**config.mk**
```make
export PLATFORM = sky130hd
export DESIGN_NAME = page_buffer_pool_replacement_top
export DESIGN_NICKNAME = d
export VERILOG_FILES = /design/src/rtl/pbpr_pkg.sv /design/src/rtl/page_buffer_pool_replacement_top.sv
export SDC_FILE = /design/constraint.sdc
export NUM_CORES = 1
export LEC_CHECK = 0
export ABC_AREA = 1
export BUFFER_PORTS_ARGS = -buffer_cell sky130_fd_sc_hd__buf_2
export CORE_ASPECT_RATIO = 1.25
export CORE_MARGIN = 4
export CORE_UTILIZATION = 55
export DETAILED_ROUTE_END_ITERATION = 16
export GPL_TIMING_DRIVEN = 0
export PLACE_DENSITY = 0.73
export SLEW_MARGIN = 0
export SYNTH_ARGS = -nofsm -noshare
export SYNTH_HDL_FRONTEND = slang
export SYNTH_SLANG_ARGS = --single-unit
```
**constraint.sdc**
```tcl
create_clock -name clk -period 10.69 [get_ports clk]
set_input_delay 2.6725 -clock clk [delete_from_list [all_inputs] [get_ports clk]]
set_output_delay 2.6725 -clock clk [all_outputs]
set_load 0.1 [all_outputs]
```
**src/rtl/pbpr_pkg.sv**
```systemverilog
// package for the page buffer pool replacement block
// holds op codes for the top level and status codes shared with the checker
`timescale 1ns / 1ps
package pbpr_pkg;
	typedef enum logic [2:0] {
		OP_PIN     = 3'd0,
		OP_UNPIN   = 3'd1,
		OP_DIRTY   = 3'd2,
		OP_FORCE   = 3'd3,
		OP_FLUSH   = 3'd4,
		OP_INSPECT = 3'd5
	} op_t;

	typedef enum logic [1:0] {
		ST_OK         = 2'd0,
		ST_NOT_FOUND  = 2'd1,
		ST_NOT_PINNED = 2'd2,
		ST_ALL_PINNED = 2'd3
	} status_t;

	localparam int unsigned REG_FRAMES = 0;
	localparam int unsigned REG_POLICY = 1;
endpackage

```
**src/rtl/page_buffer_pool_replacement_top.sv**
```systemverilog
// top level of the page buffer pool replacement block
// frame table in a synchronous memory walked by a sequencer; uses pbpr_pkg
// Usage: software drives op, page_number and frame_slot with start while busy
// is low; the item is taken at that edge and busy rises. Results come out on
// the result ports for one cycle each, marked by strobe; last marks the final
// result of an item. The receiver cannot stall, so results are never held.
// A pin, unpin, dirty, force or flush walks the frame memory one frame per
// cycle: a search pass over NUM_FRAMES frames, and for a pin that finds a
// page or a frame a second pass that updates the ranks. Busy is already low
// in the cycle of the last result, so start may take the next item at its
// end. Flush all gives one result per dirty frame (one plain result if none
// is dirty), each sent when the scan reaches the next dirty frame, the final
// one just after the pass.
// The walk speed is set by the single read and write port of the frame memory.
// Configuration goes through the APB port: frames_in_use at 0, policy at 4.
// Reset empties the table through valid bits held in flip-flops and clears the
// counters; frames_in_use resets to 16 and policy to FIFO.
module page_buffer_pool_replacement_top #(
	parameter int NUM_FRAMES = 16,
	parameter int PAGE_BITS  = 20,
	parameter int PIN_BITS   = 8
) (
	input  logic                 clk,
	input  logic                 arst_n,
	input  logic                 start,
	output logic                 busy,
	input  logic [2:0]           op,
	input  logic [PAGE_BITS-1:0] page_number,
	input  logic [3:0]           frame_slot,
	output logic                 strobe,
	output logic [3:0]           frame_index,
	output logic                 hit,
	output logic [1:0]           status,
	output logic                 need_read,
	output logic                 write_back,
	output logic [PAGE_BITS-1:0] out_page,
	output logic                 out_valid,
	output logic                 out_dirty,
	output logic [7:0]           out_fix,
	output logic [31:0]          read_count,
	output logic [31:0]          write_count,
	output logic                 last,
	input  logic                 psel,
	input  logic                 penable,
	input  logic                 pwrite,
	input  logic [2:0]           paddr,
	input  logic [31:0]          pwdata,
	output logic [31:0]          prdata,
	output logic                 pready
);
	import pbpr_pkg::*;

	localparam int FW = (NUM_FRAMES > 1) ? $clog2(NUM_FRAMES) : 1;
	localparam int CW = $clog2(NUM_FRAMES + 1);
	localparam int AW = FW;
	localparam logic [PIN_BITS-1:0] PIN_MAX = {PIN_BITS{1'b1}};
	localparam logic [AW-1:0] AGE_MAX = AW'(NUM_FRAMES - 1);

	typedef struct packed {
		logic [PAGE_BITS-1:0] tag;
		logic                 dirty;
		logic [PIN_BITS-1:0]  pins;
		logic [AW-1:0]        rec;
		logic [AW-1:0]        arr;
	} entry_t;

	typedef enum logic [2:0] {
		S_IDLE, S_SCAN, S_DECIDE, S_UPDATE, S_OUT
	} state_t;

	// frame memory and valid bits
	entry_t             mem [NUM_FRAMES];
	entry_t             rd_q;
	logic [NUM_FRAMES-1:0] valid_q;
	logic               we;
	logic [FW-1:0]      waddr, raddr;
	entry_t             wdata;

	always_ff @(posedge clk) begin
		if (we) mem[waddr] <= wdata;
		rd_q <= mem[raddr];
	end

	// configuration registers
	logic [4:0] frames_q;
	logic       policy_q;
	logic       cfg_wr;
	assign pready = 1'b1;
	assign cfg_wr = psel && penable && pwrite;
	always_ff @(posedge clk or negedge arst_n) begin
		if (!arst_n) begin
			frames_q <= 5'd16;
			policy_q <= 1'b0;
		end else if (cfg_wr) begin
			if (paddr[2] == 1'b0) frames_q <= pwdata[4:0];
			else policy_q <= pwdata[0];
		end
	end
	always_comb begin
		prdata = '0;
		if (paddr[2] == 1'b0) prdata[4:0] = frames_q;
		else prdata[0] = policy_q;
	end

	// frame limit: zero acts as one, above NUM_FRAMES as NUM_FRAMES
	logic [CW:0] lim;
	always_comb begin
		if (frames_q == 5'd0) lim = (CW+1)'(1);
		else if (32'(frames_q) > NUM_FRAMES) lim = (CW+1)'(NUM_FRAMES);
		else lim = (CW+1)'(frames_q);
	end

	// sequencer state
	state_t              state_q;
	logic [2:0]          op_q;
	logic [PAGE_BITS-1:0] page_q;
	logic [3:0]          slot_q;
	logic [CW-1:0]       cnt_q;      // frame being issued
	logic                rv_q;       // read data valid this cycle
	logic [FW-1:0]       rfr_q;      // frame of rd_q
	logic                found_q;
	logic [FW-1:0]       fidx_q;
	entry_t              fent_q;
	logic                free_q;
	logic [FW-1:0]       free_idx_q;
	logic                vic_q;
	logic [FW-1:0]       vic_idx_q;
	logic [AW-1:0]       vic_age_q;
	entry_t              vent_q;
	logic                tgt_q;      // update target known
	logic [FW-1:0]       tgt_idx_q;
	logic                repl_q;
	logic [AW-1:0]       trec_q, tarr_q;
	logic [4:0]          nres_q;
	logic [FW-1:0]       fl_idx_q;   // flush write-back held until the next dirty frame
	logic [PAGE_BITS-1:0] fl_tag_q;
	logic [31:0]         miss_q, wcnt_q;

	assign busy = (state_q != S_IDLE);
	assign read_count = miss_q;
	assign write_count = wcnt_q;

	// read data seen as one frame
	logic      rvalid, rmatch, rin_lim;
	logic [AW-1:0] rage;
	assign rvalid  = valid_q[rfr_q];
	assign rmatch  = rvalid && (rd_q.tag == page_q);
	assign rin_lim = ({1'b0, CW'(rfr_q)} < lim);
	assign rage    = policy_q ? rd_q.rec : rd_q.arr;

	always_comb begin
		raddr = cnt_q[FW-1:0];
		we = 1'b0;
		waddr = rfr_q;
		wdata = rd_q;
		if (state_q == S_SCAN && rv_q && op_q == OP_FLUSH && rvalid && rd_q.dirty) begin
			we = 1'b1;
			wdata.dirty = 1'b0;
		end
		if (state_q == S_UPDATE && rv_q && tgt_q) begin
			if (rfr_q == tgt_idx_q) begin
				we = 1'b1;
				wdata.tag = page_q;
				wdata.dirty = 1'b0;
				wdata.pins = PIN_BITS'(1);
				wdata.rec = '0;
				wdata.arr = '0;
				if (!repl_q && found_q) begin
					wdata = fent_q;
					wdata.rec = '0;
					if (fent_q.pins != PIN_MAX) wdata.pins = fent_q.pins + 1'b1;
				end
			end else if (rvalid) begin
				we = 1'b1;
				if (found_q) begin
					if (rd_q.rec < trec_q) wdata.rec = rd_q.rec + 1'b1;
				end else if (repl_q) begin
					if (rd_q.rec < trec_q) wdata.rec = rd_q.rec + 1'b1;
					if (rd_q.arr < tarr_q) wdata.arr = rd_q.arr + 1'b1;
				end else begin
					if (rd_q.rec < AGE_MAX) wdata.rec = rd_q.rec + 1'b1;
					if (rd_q.arr < AGE_MAX) wdata.arr = rd_q.arr + 1'b1;
				end
			end
		end
		if (state_q == S_DECIDE && found_q) begin
			waddr = fidx_q;
			wdata = fent_q;
			case (op_q)
				OP_UNPIN: if (fent_q.pins != '0) begin
					we = 1'b1;
					wdata.pins = fent_q.pins - 1'b1;
					wdata.dirty = 1'b0;
				end
				OP_DIRTY: begin
					we = 1'b1;
					wdata.dirty = 1'b1;
				end
				OP_FORCE: begin
					we = 1'b1;
					wdata.dirty = 1'b0;
				end
				default: ;
			endcase
		end
	end

	// sequencer and result register
	always_ff @(posedge clk or negedge arst_n) begin
		if (!arst_n) begin
			state_q <= S_IDLE;
			valid_q <= '0;
			miss_q <= '0;
			wcnt_q <= '0;
			strobe <= 1'b0;
			cnt_q <= '0;
			rv_q <= 1'b0;
			last <= 1'b0;
			nres_q <= '0;
			op_q <= '0;
			found_q <= 1'b0;
			free_q <= 1'b0;
			vic_q <= 1'b0;
			tgt_q <= 1'b0;
			repl_q <= 1'b0;
		end else begin
			strobe <= 1'b0;
			rfr_q <= cnt_q[FW-1:0];
			case (state_q)
				S_IDLE: begin
					rv_q <= 1'b0;
					if (start) begin
						op_q <= op;
						page_q <= page_number;
						slot_q <= frame_slot;
						cnt_q <= '0;
						found_q <= 1'b0;
						free_q <= 1'b0;
						vic_q <= 1'b0;
						tgt_q <= 1'b0;
						nres_q <= '0;
						if (op == OP_INSPECT) begin
							cnt_q <= CW'(frame_slot[FW-1:0]);
							state_q <= S_OUT;
							rv_q <= 1'b0;
						end else if (op > OP_INSPECT) begin
							state_q <= S_OUT;
						end else begin
							state_q <= S_SCAN;
							rv_q <= 1'b0;
						end
					end
				end
				S_SCAN: begin
					// issue next read, look at previous
					rv_q <= (32'(cnt_q) < NUM_FRAMES);
					if (32'(cnt_q) < NUM_FRAMES) cnt_q <= cnt_q + 1'b1;
					if (rv_q) begin
						if (rmatch && !found_q) begin
							found_q <= 1'b1;
							fidx_q <= rfr_q;
							fent_q <= rd_q;
						end
						if (!rvalid && rin_lim && !free_q) begin
							free_q <= 1'b1;
							free_idx_q <= rfr_q;
						end
						if (rvalid && rin_lim && rd_q.pins == '0 &&
							(!vic_q || rage > vic_age_q)) begin
							vic_q <= 1'b1;
							vic_idx_q <= rfr_q;
							vic_age_q <= rage;
							vent_q <= rd_q;
						end
						// send the held write-back, hold this one until the next is known
						if (op_q == OP_FLUSH && rvalid && rd_q.dirty && nres_q != 5'd16) begin
							if (nres_q != '0) begin
								strobe <= 1'b1;
								frame_index <= 4'(fl_idx_q);
								hit <= 1'b0;
								status <= ST_OK;
								need_read <= 1'b0;
								write_back <= 1'b1;
								out_page <= fl_tag_q;
								out_valid <= 1'b0;
								out_dirty <= 1'b0;
								out_fix <= '0;
								last <= 1'b0;
							end
							nres_q <= nres_q + 1'b1;
							fl_idx_q <= rfr_q;
							fl_tag_q <= rd_q.tag;
						end
						if (32'(rfr_q) == NUM_FRAMES - 1) begin
							rv_q <= 1'b0;
							state_q <= S_DECIDE;
						end
					end
				end
				S_DECIDE: begin
					state_q <= S_OUT;
					rv_q <= 1'b0;
					if (op_q == OP_PIN) begin
						cnt_q <= '0;
						if (found_q) begin
							tgt_q <= 1'b1;
							tgt_idx_q <= fidx_q;
							trec_q <= fent_q.rec;
							repl_q <= 1'b0;
							state_q <= S_UPDATE;
						end else if (free_q) begin
							tgt_q <= 1'b1;
							tgt_idx_q <= free_idx_q;
							repl_q <= 1'b0;
							valid_q[free_idx_q] <= 1'b1;
							miss_q <= miss_q + 1'b1;
							state_q <= S_UPDATE;
						end else if (vic_q) begin
							tgt_q <= 1'b1;
							tgt_idx_q <= vic_idx_q;
							trec_q <= vent_q.rec;
							tarr_q <= vent_q.arr;
							repl_q <= 1'b1;
							miss_q <= miss_q + 1'b1;
							state_q <= S_UPDATE;
						end
					end else if (found_q && ((op_q == OP_UNPIN && fent_q.pins != '0 &&
							fent_q.dirty) || op_q == OP_FORCE)) begin
						wcnt_q <= wcnt_q + 1'b1;
					end
					// final flush write-back closes the item
					if (op_q == OP_FLUSH && nres_q != '0) begin
						state_q <= S_IDLE;
						strobe <= 1'b1;
						frame_index <= 4'(fl_idx_q);
						hit <= 1'b0;
						status <= ST_OK;
						need_read <= 1'b0;
						write_back <= 1'b1;
						out_page <= fl_tag_q;
						out_valid <= 1'b0;
						out_dirty <= 1'b0;
						out_fix <= '0;
						last <= 1'b1;
					end
				end
				S_UPDATE: begin
					rv_q <= (32'(cnt_q) < NUM_FRAMES);
					if (32'(cnt_q) < NUM_FRAMES) cnt_q <= cnt_q + 1'b1;
					if (rv_q && 32'(rfr_q) == NUM_FRAMES - 1) begin
						rv_q <= 1'b0;
						state_q <= S_OUT;
					end
				end
				S_OUT: begin
					// inspect waits in this state for its read data
					if (op_q == OP_INSPECT && !rv_q) begin
						rv_q <= 1'b1;
					end else begin
						state_q <= S_IDLE;
						strobe <= 1'b1;
						last <= 1'b1;
						frame_index <= '0;
						hit <= 1'b0;
						status <= ST_OK;
						need_read <= 1'b0;
						write_back <= 1'b0;
						out_page <= '0;
						out_valid <= 1'b0;
						out_dirty <= 1'b0;
						out_fix <= '0;
						case (op_q)
							OP_PIN: begin
								if (found_q) begin
									frame_index <= 4'(fidx_q);
									hit <= 1'b1;
								end else if (tgt_q) begin
									frame_index <= 4'(tgt_idx_q);
									need_read <= 1'b1;
									if (repl_q && vent_q.dirty) begin
										write_back <= 1'b1;
										out_page <= vent_q.tag;
									end
								end else status <= ST_ALL_PINNED;
							end
							OP_UNPIN, OP_DIRTY, OP_FORCE: begin
								if (!found_q) status <= ST_NOT_FOUND;
								else begin
									frame_index <= 4'(fidx_q);
									if (op_q == OP_UNPIN && fent_q.pins == '0)
										status <= ST_NOT_PINNED;
									else if ((op_q == OP_UNPIN && fent_q.dirty) ||
										op_q == OP_FORCE) begin
										write_back <= 1'b1;
										out_page <= page_q;
									end
								end
							end
							OP_INSPECT: begin
								frame_index <= slot_q;
								if (32'(slot_q) < NUM_FRAMES && valid_q[slot_q[FW-1:0]]) begin
									out_page <= rd_q.tag;
									out_valid <= 1'b1;
									out_dirty <= rd_q.dirty;
									out_fix <= 8'(rd_q.pins);
								end
							end
							default: ;
						endcase
					end
				end
				default: state_q <= S_IDLE;
			endcase
		end
	end
endmodule

```
## Word level (Yosys, flattened, before mapping)

Memories as Yosys holds them, arrays and structs flattened. A register that Yosys moved wholly into a read port is not among the register bits.
Index checks and enable logic that the tools add are counted.

| storage, ports and cells | value |
|---|---|
| register bits | 295 |
| memories kept | 1 |
| output and inout port bits | 139 |
| bits in writable memories | 592 |
| logic and storage cells | 365 |

Memory list:

| name | depth | bits a word | rd ports | clocked after memory_dff | write ports | RTL line | RTL |
|---|---|---|---|---|---|---|---|
| mem | 16 | 37 | 1 | 1 | 1 | page_buffer_pool_replacement_top.sv:72 | `entry_t mem [NUM_FRAMES];` |

| operators by class | value |
|---|---|
| muxes and demuxes | 176 |
| add/sub/neg operators | 8 |
| order comparisons | 13 |
| bitwise gates (word level) | 5 |
| equal/unequal tests | 31 |
| reductions and logical operators | 84 |

Operators with widths:

| kind | count |
|---|---|
| $mux W20 | 12 |
| $pmux W20 S3 | 2 |
| $mux W37 | 3 |
| $mux W4 | 24 |
| $mux W8 | 12 |
| $add A32 B1 Y32 const B | 2 |
| $mux W1 | 64 |
| $mux W32 | 2 |
| $reduce_and A4 Y1 | 13 |
| $mux W5 | 8 |
| $mux W3 | 12 |
| $logic_and A1 B1 Y1 | 30 |
| $mux W29 | 1 |
| $pmux W1 S3 | 8 |
| $pmux W4 S3 | 2 |
| $pmux W8 S3 | 1 |
| $eq A20 B20 Y1 | 1 |
| $ne A2 B1 Y1 const B | 10 |
| $mux W2 | 9 |
| $logic_not A8 Y1 | 2 |
| $or A16 B16 Y16 | 1 |
| $lt A4 B5 Y1 const B | 3 |
| $pmux W3 S5 | 1 |
| $pmux W5 S3 | 1 |
| other kinds (46) | 93 |

## Logic depth before layout (Yosys ltp)

| depth | value |
|---|---|
| depth in word-level cells | 14 |
| depth in mapped cells | 15 |
| mapped depth without buffers | 14 |

## Worst setup path after synthesis

Ideal clock, no wire load.

| timing path | value |
|---|---|
| path type | input to output |
| start point | input port paddr[2] |
| end point | output port prdata[0] |
| setup slack | 3.039 ns |
| stages on the path | 2 |
| required time | 8.017 ns |
| data arrival time | 4.978 ns |
| cell sequence | clkbuf_1 o21ai_0 |

| on the way | value |
|---|---|
| longest elaborated chain between the ends | 1 |

Ends and longest elaborated chain:

| item | RTL line | RTL |
|---|---|---|
| start, declared | page_buffer_pool_replacement_top.sv:46 | `input logic [2:0] paddr,` |
| $mux W1 | page_buffer_pool_replacement_top.sv:101 | `if (paddr[2] == 1'b0) prdata[4:0] = frames_q;` |
| end, declared | page_buffer_pool_replacement_top.sv:48 | `output logic [31:0] prdata,` |

No other way between the ends.

## Worst setup path in the final report

Ends and elaborated chain as after synthesis.

==> summary.txt <==
Final #Nets -> 3777
DRT Pass-1 Iters -> 6
Met3 Wirelength -> 11970 um
Largest family of logic cells by synthesized area -> simple AND/OR/NAND/NOR gates
Number of max-cap violations -> 0
Die Width -> 245.8 um
Synth Instances -> 3375
Post-Synth Simple-Gate Area -> 0.1253
Die H -> 305.2 um
Routed length on met1 -> 39490 um
Wire length per cell -> 24.76 um
Synth cell types -> 54
DR vias/cell -> 6.052
Worst-path maximum fanout -> 9
Final Hold Viols -> 0
Initial antenna violation count -> 3
Worst EP arrival -> 3.56 ns
Worst-Margin Slew -> 1.392 ns
Synth Area in Adders -> 0.007403
Final Cell Area -> 44930 um2
Syn Std Cell Area -> 38870 um2
Post-route ant nets -> 0
CTS tree -> yes
Combinational Power Share -> 0.284
Seq/Total Area, Yosys -> 0.6901
Layout fillers -> 5222
Port Buffer Count -> 148
Area Overhead vs Synth -> 15.58%
Pwr dens -> 252.6 nW/um2
Clk_lat worst skew -> 0.66 ns
First-pass GRT wire length -> 170400 um
Power Total -> 11.35 mW
Yosys warnings -> 0
Post-CTS Setup Inserts -> 0
Clk_skew -> 0.02647 ns
Cts hold-fix bufs -> 0
DRT iter0 DRCs -> 3152
Share of cells above drive strength 1 -> 0.1269
GPL Wtd Cong -> 0.9337
Normalized max-slew margin -> 0.06822
Place WS -> 4.460 ns
Worst Setup SP -> paddr[2]
Post-synth ARST share -> 0.1190
Max Clk Rate -> 160.5 MHz
Worst-path clk slew -> 0.06 ns
Met2 wire len -> 57330 um
WHS -> 0.4216 ns
Final Max Slew Viols -> 0
Post-synthesis compound-gate area fraction -> 0.1137
Tcrit/Tclk final -> 0.5830
Register-to-register setup slack -> 6.82 ns
RR Endpoint -> mem[8][16]
Site Rows -> 108
Register share of total power -> 0.428
Hold crit path type -> register to register
Crit. End Element -> output pin
Max IR drop VDD -> 0.1190 mV
DRC Markers -> 0
Starting density of the core -> 0.5575
CTS HTree Levels -> 3
Grt total ovfl -> 0
Net Switching -> 4.091 mW
Final Setup Violations -> 0
Dpl hpwl -> 79560 um
Mux contribution to synthesized area -> 0.002317
Synth Area per Inst -> 11.52 um2
Primary FF master, synth -> edfxtp_1
GRT Util Overall -> 0.3032
Vias in the first global route -> 27910
Floorplan core area -> 69730 um2
Slack of the critical path -> 4.458 ns
Worst Path Required -> 8.02 ns
Leakage -> 16.62 nW
Startpoint types -> input port
Worst r2r src -> rfr_q[0]
Post-DP Area -> 41810 um2
Sum Neg Setup Slack -> 0 ns
Status -> completed
Critical Path End -> prdata[0]
Number of synthesized flops with an enable pin -> 777
Largest net degree at the start of global routing -> 72
Clock Power Share -> 0.288
# resized after CTS -> 0
Max Root-Sink Buffers -> 3
Top layer in use -> met5
Vias -> 28420
Final wirelength -> 116300 um
R2R depth -> 12
Die area -> 75020 um2
Total CTS buffers -> 88
Sw Ratio -> 0.3605
TritonCTS Sinks -> 924
CTS root buffer -> clkbuf_16
Post-Synth XOR/XNOR Area -> 0.01757
Kind of critical path -> input port to output pin
Io pins -> 207
Yosys reg bits -> 924
RSZ-0062 raised after global routing -> no
P_int -> 7.256 mW
Post-layout min period -> 6.232 ns
[power groups by stage]
stage | clock [mW] | combinational (mW) | sequential (mW)
2_1_floorplan | 0 | 1.71 | 4.93
4_1_cts | 3.27 | 3.09 | 4.85
3_3_place_gp | 0 | 2.89 | 4.93
5_1_grt | 3.42 | 3.42 | 4.87
3_5_place_dp | 0 | 3.06 | 4.92
6_report | 3.27 | 3.22 | 4.85
[layout make-up]
cell class,instances,area [um2],area share
diodes,1,2.502,0.00005569
plain buffers,186,839.6,0.01869
clock buffers,111,2432,0.05413
clock inverters,53,609.3,0.01356
inverters,226,848.3,0.01888
multi-input cells,2065,10720,0.2386
flip-flops and latches,924,26830,0.5971
well taps,935,1170,0.02604
repair buffers,195,1483,0.03300
[flip-flops by register name, summed over array words and instances (netlist names), 5 cells and up]
register,flops
fent_q,37
vent_q,29
read_count,32
rd_q,37
nres_q,5
fl_tag_q,20
write_count,32
out_fix,8
page_q,20
valid_q,16
cnt_q,5
out_page,20
frames_q,5
mem,592
[worst max-delay path, stage by stage]
cell	delay [ns]
clkbuf_1	0.26
nand2_1	0.09
o21ai_0	0.08
buf_2	0.45
[worst min-delay path by stage]
stage,start,to,slack (ns),cells after the start
4_1_cts,vent_q[3],tarr_q[3],0.42,0
6_report,vent_q[3],tarr_q[3],0.42,0
5_1_grt,vent_q[2],tarr_q[2],0.43,0
2_1_floorplan,vent_q[0],tarr_q[0],0.40,0
3_5_place_dp,vent_q[0],tarr_q[0],0.41,0
3_3_place_gp,vent_q[1],tarr_q[1],0.40,0
[logic make-up after synthesis]
group | after synthesis
simple gates | 1143
xor+xnor | 78
fa+ha+maj | 23
flops | 924
compound gates | 785
mux | 8
other cells | 2
buf+inv | 412
[per-layer routing]
| layer | vias to the layer above | GRT usage |
|---|---|---|
| li1 | 12620 | - |
| met1 | 13500 | 0.3621 |
| met2 | 1854 | 0.5204 |
| met3 | 437 | 0.05111 |
| met4 | 4 | 0.1754 |
| met5 | - | 0 |
[cell usage after synthesis, drive strengths merged (3+ instances only)]
library cell    n  area (um2)
clkbuf        127       476.7
nor4           12       75.07
o21ai         372        1862
nand2         553        2118
mux2            8       90.08
edfxtp        777       23330
xnor2          23       201.4
o221ai         79       691.9
xor2           55       481.7
dfrtp         109        2728
dfxtp          37       740.7
o21bai          8       60.06
o22ai          89       556.8
nand3b          3       22.52
nand4          31       193.9
o211ai         10       75.07
clkinv          3       11.26
inv           223       837.1
a21oi         213        1070
ha             23       287.8
nor2          358        1446
nor3           87       479.2
buf            59       362.9
a31oi           6       37.54
or2             3       18.77
nand3          93       495.5
[cell usage in the layout, fill, tap and decap left out, types with 17 or more instances in the layout]
cell type  instances
xor2_1            55
o21ai_0          362
ha_1              23
nor2_4            24
clkinv_1          17
dfrtp_1          109
xnor2_1           23
buf_4             39
edfxtp_1         777
o22ai_1           89
clkbuf_1         139
nor3_2            23
clkbuf_16         91
nand4_1           31
nand3_1           90
dfxtp_1           37
nor2_1           327
conb_1            28
o221ai_1          76
buf_2            169
nor3_1            61
inv_1            212
a21oi_1          211
nand2_1          544
[through the flow]
| stage | std cells | util |
|---|---|---|
| detailed placement | 4526 | 0.5996 |
| global route | 4695 | 0.6444 |
| CTS | 4690 | 0.6432 |
| finish | 4696 | 0.6444 |
| global placement | 4484 | 0.5863 |
| floorplan | 3401 | - |
No activity file was read; power rests on OpenSTA's default activity.
